<file path="config.mk">
export PLATFORM = sky130hd
export DESIGN_NAME = xoodoo_round
export DESIGN_NICKNAME = d
export VERILOG_FILES = /design/src/rtl/core/xoodoo_pkg.sv /design/src/rtl/core/xoodoo_round.sv
export SDC_FILE = /design/constraint.sdc
export NUM_CORES = 1
export LEC_CHECK = 0
export BUFFER_PORTS_ARGS = -buffer_cell sky130_fd_sc_hd__buf_2
export CELL_PAD_IN_SITES_DETAIL_PLACEMENT = 0
export CELL_PAD_IN_SITES_GLOBAL_PLACEMENT = 2
export CORE_AREA = 5 5 303 305
export CTS_CLUSTER_SIZE = 40
export DETAILED_ROUTE_END_ITERATION = 6
export DIE_AREA = 0 0 308 310
export PLACE_DENSITY_LB_ADDON = 0.2
export SLEW_MARGIN = 10
export SYNTH_ARGS = -nofsm -noshare
export SYNTH_HDL_FRONTEND = slang
export SYNTH_SLANG_ARGS = --single-unit
</file>
<file path="constraint.sdc">
create_clock -name i_clk -period 2.6 [get_ports i_clk]
set_input_delay 0.78 -clock i_clk [delete_from_list [all_inputs] [get_ports i_clk]]
set_output_delay 0.78 -clock i_clk [all_outputs]
set_load 0.1 [all_outputs]
</file>
<file path="src/rtl/core/xoodoo_pkg.sv">
// Shared types, sizes and round constants for the Xoodoo permutation core.
`timescale 1ns / 1ps
package xoodoo_pkg;

    localparam int LANE_W = 32;
    localparam int LANES  = 12;
    localparam int ROUNDS = 12;
    localparam int RC_W   = 10;

    // Full 384-bit state, index = 4*plane + column
    typedef logic [LANES-1:0][LANE_W-1:0] t_state;
    typedef logic [LANE_W-1:0]            t_lane;
    typedef logic [RC_W-1:0]              t_rc;

    localparam t_rc RC_TBL [ROUNDS] = '{
        10'h058, 10'h038, 10'h3c0, 10'h0d0, 10'h120, 10'h014,
        10'h060, 10'h02c, 10'h380, 10'h0f0, 10'h1a0, 10'h012
    };

    // Rotate a lane left by n, n in 1..31
    function automatic t_lane rotl(input t_lane v, input int n);
        rotl = (v << n) | (v >> (LANE_W - n));
    endfunction

endpackage

</file>
<file path="src/rtl/core/xoodoo_round.sv">
// One Xoodoo round followed by its pipeline register.
`timescale 1ns / 1ps
module xoodoo_round
    import xoodoo_pkg::*;
(
    input  logic   i_clk,
    input  logic   i_rst_n,
    input  logic   i_vld,
    input  t_state i_state,
    input  t_rc    i_rc,
    output logic   o_vld,
    output t_state o_state
);

    logic   r_vld;
    t_state r_state;
    t_state n_state;

    // theta, rho-west, iota, chi, rho-east
    always_comb begin
        t_lane  p  [4];
        t_lane  e  [4];
        t_lane  b0 [4];
        t_lane  b1 [4];
        t_lane  b2 [4];
        t_state a;
        a = i_state;
        // column parity and its spread
        for (int x = 0; x < 4; x++) begin
            p[x] = a[x] ^ a[x+4] ^ a[x+8];
        end
        for (int x = 0; x < 4; x++) begin
            e[x] = rotl(p[(x+3)%4], 5) ^ rotl(p[(x+3)%4], 14);
        end
        for (int k = 0; k < LANES; k++) begin
            a[k] = a[k] ^ e[k%4];
        end
        // plane shuffle
        for (int x = 0; x < 4; x++) begin
            b0[x] = a[x];
            b1[x] = a[4 + (x+3)%4];
            b2[x] = rotl(a[8+x], 11);
        end
        b0[0] = b0[0] ^ {{(LANE_W-RC_W){1'b0}}, i_rc};
        // nonlinear step and east shuffle
        n_state = '0;
        for (int x = 0; x < 4; x++) begin
            n_state[x]           = b0[x] ^ (~b1[x] & b2[x]);
            n_state[4+x]         = rotl(b1[x] ^ (~b2[x] & b0[x]), 1);
            n_state[8+(x+2)%4]   = rotl(b2[x] ^ (~b0[x] & b1[x]), 8);
        end
    end

    // stage valid
    always_ff @(posedge i_clk) begin
        if (!i_rst_n) begin
            r_vld <= 1'b0;
        end else begin
            r_vld <= i_vld;
        end
    end

    // stage payload
    always_ff @(posedge i_clk) begin
        r_state <= n_state;
    end

    assign o_vld   = r_vld;
    assign o_state = r_state;

endmodule

</file>
### Word-level counts from Yosys, hierarchy flattened

Cells that the tools add are included.

| storage, ports and cells | value |
|---|---|
| register bits | 385 |
| word-level logic and storage cells | 94 |
| bits of input ports | 397 |
| output and inout bits | 385 |

| cells by class | value |
|---|---|
| bitwise logic cells | 81 |

Operator list:

| operator | number |
|---|---|
| $xor 32x32->32 | 36 |
| $and 32x32->32 | 12 |
| $not 32->32 | 12 |
| $or 32x1->32 | 4 |
| $or 32x11->32 | 4 |
| $or 32x14->32 | 4 |
| $or 32x5->32 | 4 |
| $or 32x8->32 | 4 |
| $xor 32x10->32 | 1 |

### Longest topological paths before layout

| logic depth | value |
|---|---|
| depth in word-level cells | 10 |
| gate-level depth with buffers | 4 |
| depth with buffers taken out | 4 |

### Least setup slack after synthesis

OpenSTA, ideal clock, no wires.

| timing path | value |
|---|---|
| path kind | input-to-reg |
| from | input port i_state[105] (netlist bit) |
| to | register r_state (netlist bit o_state[154]) |
| setup slack | 0.474 ns |
| arrival time | 2.007 ns |
| path buffers | 0 |
| required time | 2.481 ns |
| stages | 4 |
| setup time | 0.119 ns |
| cells stage by stage | xnor3_4 > xnor3_2 > nor2b_4 > xnor2_1 |

RTL lines:

| item | line | RTL |
|---|---|---|
| start, declared | xoodoo_round.sv:9 | `input t_state i_state,` |
| end signal, assigned | xoodoo_round.sv:65 | `r_state <= n_state;` |
| end, declared | xoodoo_round.sv:16 | `t_state r_state;` |

### Worst setup path after layout

| timing path | value |
|---|---|
| from | register r_state (netlist bit o_state[379]) |
| to | output port o_state[379] (netlist bit) |

RTL lines:

| item | line | RTL |
|---|---|---|
| end, declared | xoodoo_round.sv:12 | `output t_state o_state` |

No word-level cell between the ends.

==> qor.log <==
[outcome] result of the run completed
[floorplan] Die Width 308 microns
[clock_network] library cell used as clock root buffer sky130_fd_sc_hd__clkbuf_16
[layout] Syn-to-layout area delta 30.4%
[drt] remaining antenna violation count after routing 0
[place] global placement routability congestion 0.899
[place] final HPWL from detailed placement 99600 microns
[floorplan] Core ar. 89000 sq um
[min_path] classification of the worst-slack hold path input pin to register
[logic_synthesis] synth unique cells 15
[setup_path] Worst Path Required 1.82 ns
[setup_path] crit path capture type output port
[logic_synthesis] Post-Synthesis Cells 1676
[timing] transition time at the pin with the least slew margin 0.658 ns
[clock_network] Num CTS Buffers 52
[global_routing] total routing resource utilization after global routing 23.0%
[setup_path] critical path cell sequence buf_2
[place] PortBufs 781
[setup_path] crit start category register
[logic_synthesis] Synth Cell Area 26500 sq um
[floorplan] starting density of the core 29.7%
[layout] # nets final 2994
[timing] unrepaired setup endpoints after global routing false
[clock_network] post-cts hold buffer count 0
[timing] setup-violating endpoint count in the final report 0
[logic_synthesis] number of synthesis warnings 0
[setup_path] count of buffering cells on the critical path with inverters included 1
[logic_synthesis] synthesized area per cell 15.8 sq um
[logic_synthesis] post-synth net total 2073
[timing] fin crit share 90.2%
[setup_path] slowest stage delay, CP 0.49 ns
[timing] upper clock frequency limit 0.426 GHz
[floorplan] boundary pin count 782
[setup_path] Arr. time, crit path 1.57 ns
[clock_network] number of setup buffers added after CTS 0
[run] max_cap viols 0
[global_routing] largest net degree at the start of global routing 14
[layout] fraction of layout instances using a drive strength above 1 50.5%
[drt] Post-Route WL 115000 microns
[timing] tightest slew margin relative to the limit 56.4%
[drt] # DRC 0
[setup_path] Worst path top cell family by delay buffers and inverters
[layout] final-layout fill cell count 8615
[floorplan] die area 95500 sq um
[clock_network] clock-pin slew on the worst setup and hold paths 0.06 ns
[timing] final hold viol count 0
[logic_synthesis] flip-flop and latch count after synthesis 385
[floorplan] site row count 110
[global_routing] total overflow reported by the global router 0
[logic_synthesis] portion of the post-synthesis area used by sequential elements 29.1%
[setup_path] maximum net fanout on the critical path 1
[global_routing] antenna violations before repair 33
[clock_network] clock tree from TritonCTS built
[clock_network] maximum clock path buffer count 3
[floorplan] height of the chip 310 microns
[global_routing] vias in the first global route 17600
[timing] final worst hold slack 0.376 ns
[clock_network] PostCTS Resize Cnt 0
[timing] final critical path time including I/O delays and setup 2.35 ns
[drt] count of vias placed by the detailed router 16300
[global_routing] wire length of the first global-routing pass 149000 microns
[timing] max-slew violation count 0
[clock_network] # clock sinks 385
[setup_path] start-to-end type of the worst setup path register to output port
[drt] post-DR wirelength/cell 30.0 microns
[drt] number of iterations in the first detailed-routing pass 4
[clock_network] depth of the CTS H-tree 2
[drt] vias per std cell 4.25
[drt] violation count after the first detailed-route iteration 833
[setup_path] highest-delay cell along the critical path sky130_fd_sc_hd__buf_2
==> cell families after synthesis <==
kind of cell     count (synthesis)  share of synthesized area (%)
flip-flops                     385                           29.1
AND/OR/NAND/NOR                385                           12.9
XOR/XNOR                       906                           57.9
==> area by class of cell <==
cell class                      count  area, sq um  area share (%)
Clock inverter                     19          195           0.565
Sequential cell                   385         7710            22.3
Multi-Input combinational cell   1291        18800            54.4
Antenna cell                       14         35.0           0.101
Timing Repair Buffer              867         4790            13.9
Clock buffer                       77         1560            4.51
Tap cell                         1176         1470            4.26
==> layout by cell type (no fill, tap or decap), types with 10 or more instances in the layout <==
cell,instances
sky130_fd_sc_hd__buf_2,781
sky130_fd_sc_hd__dfxtp_1,385
sky130_fd_sc_hd__xnor2_1,384
sky130_fd_sc_hd__xnor3_1,280
sky130_fd_sc_hd__xnor3_2,206
sky130_fd_sc_hd__nor2b_1,173
sky130_fd_sc_hd__nor2b_4,130
sky130_fd_sc_hd__buf_4,67
sky130_fd_sc_hd__clkbuf_16,53
sky130_fd_sc_hd__and2b_1,35
sky130_fd_sc_hd__xnor3_4,26
sky130_fd_sc_hd__buf_12,19
sky130_fd_sc_hd__nor2b_2,16
sky130_fd_sc_hd__diode_2,14
sky130_fd_sc_hd__clkbuf_8,14
sky130_fd_sc_hd__nand2_1,10
sky130_fd_sc_hd__xor2_1,10
sky130_fd_sc_hd__nand2b_1,10
sky130_fd_sc_hd__clkbuf_1,10
==> layer usage <==
layer  share of wire (%)  global-route usage [%]  vias up
met2                  51                    41.4      582
met1                  39                    27.3     8050
met5                0.15                       0        -
li1                    -                       -     7477
met4                 2.4                    5.40       26
met3                 7.4                    6.88      143
==> metrics by stage <==
step                      utilization, %  TNS, ns  std cells  worst slack (ns)  area, sq um
final                               38.8        0       3829             0.255        34500
after global routing                38.7        0       3819             0.187        34500
after CTS                           38.7        0       3815             0.189        34500
after detailed placement            36.8  -0.0890       3719           -0.0422        32700
after global placement              36.8  -0.0653       3719           -0.0292        32700
after floorplan                        -        0       1676             0.474        26500
==> sequential cells by signal, indices dropped and copies added (netlist names) <==
register / count
o_vld: 1
o_state: 384
==> final timing paths <==
check,startpoint,to,slack (ns),cells past startpoint
hold / removal,i_vld,o_vld,0.38,2
setup / recovery,o_state[379],o_state[379],0.25,1
==> synth_stat cells <==
cell type / n / area share, %
sky130_fd_sc_hd__dfxtp_1: 385 / 29
sky130_fd_sc_hd__xnor2_1: 384 / 13
sky130_fd_sc_hd__xnor3_1: 280 / 24
sky130_fd_sc_hd__xnor3_2: 206 / 19
sky130_fd_sc_hd__nor2b_1: 173 / 4.1
sky130_fd_sc_hd__nor2b_4: 130 / 6.8
sky130_fd_sc_hd__and2b_1: 35 / 0.99
sky130_fd_sc_hd__xnor3_4: 26 / 2.6
sky130_fd_sc_hd__nor2b_2: 16 / 0.53
sky130_fd_sc_hd__nand2_1: 10 / 0.14
sky130_fd_sc_hd__nand2b_1: 10 / 0.24
sky130_fd_sc_hd__xor2_1: 10 / 0.33
sky130_fd_sc_hd__nor2_1: 7 / 0.099
sky130_fd_sc_hd__nor2_2: 3 / 0.071
sky130_fd_sc_hd__and2_1: 1 / 0.024
Power is not shown: default switching activity piles up to over one toggle a cycle in this logic, so the estimate is an artifact.
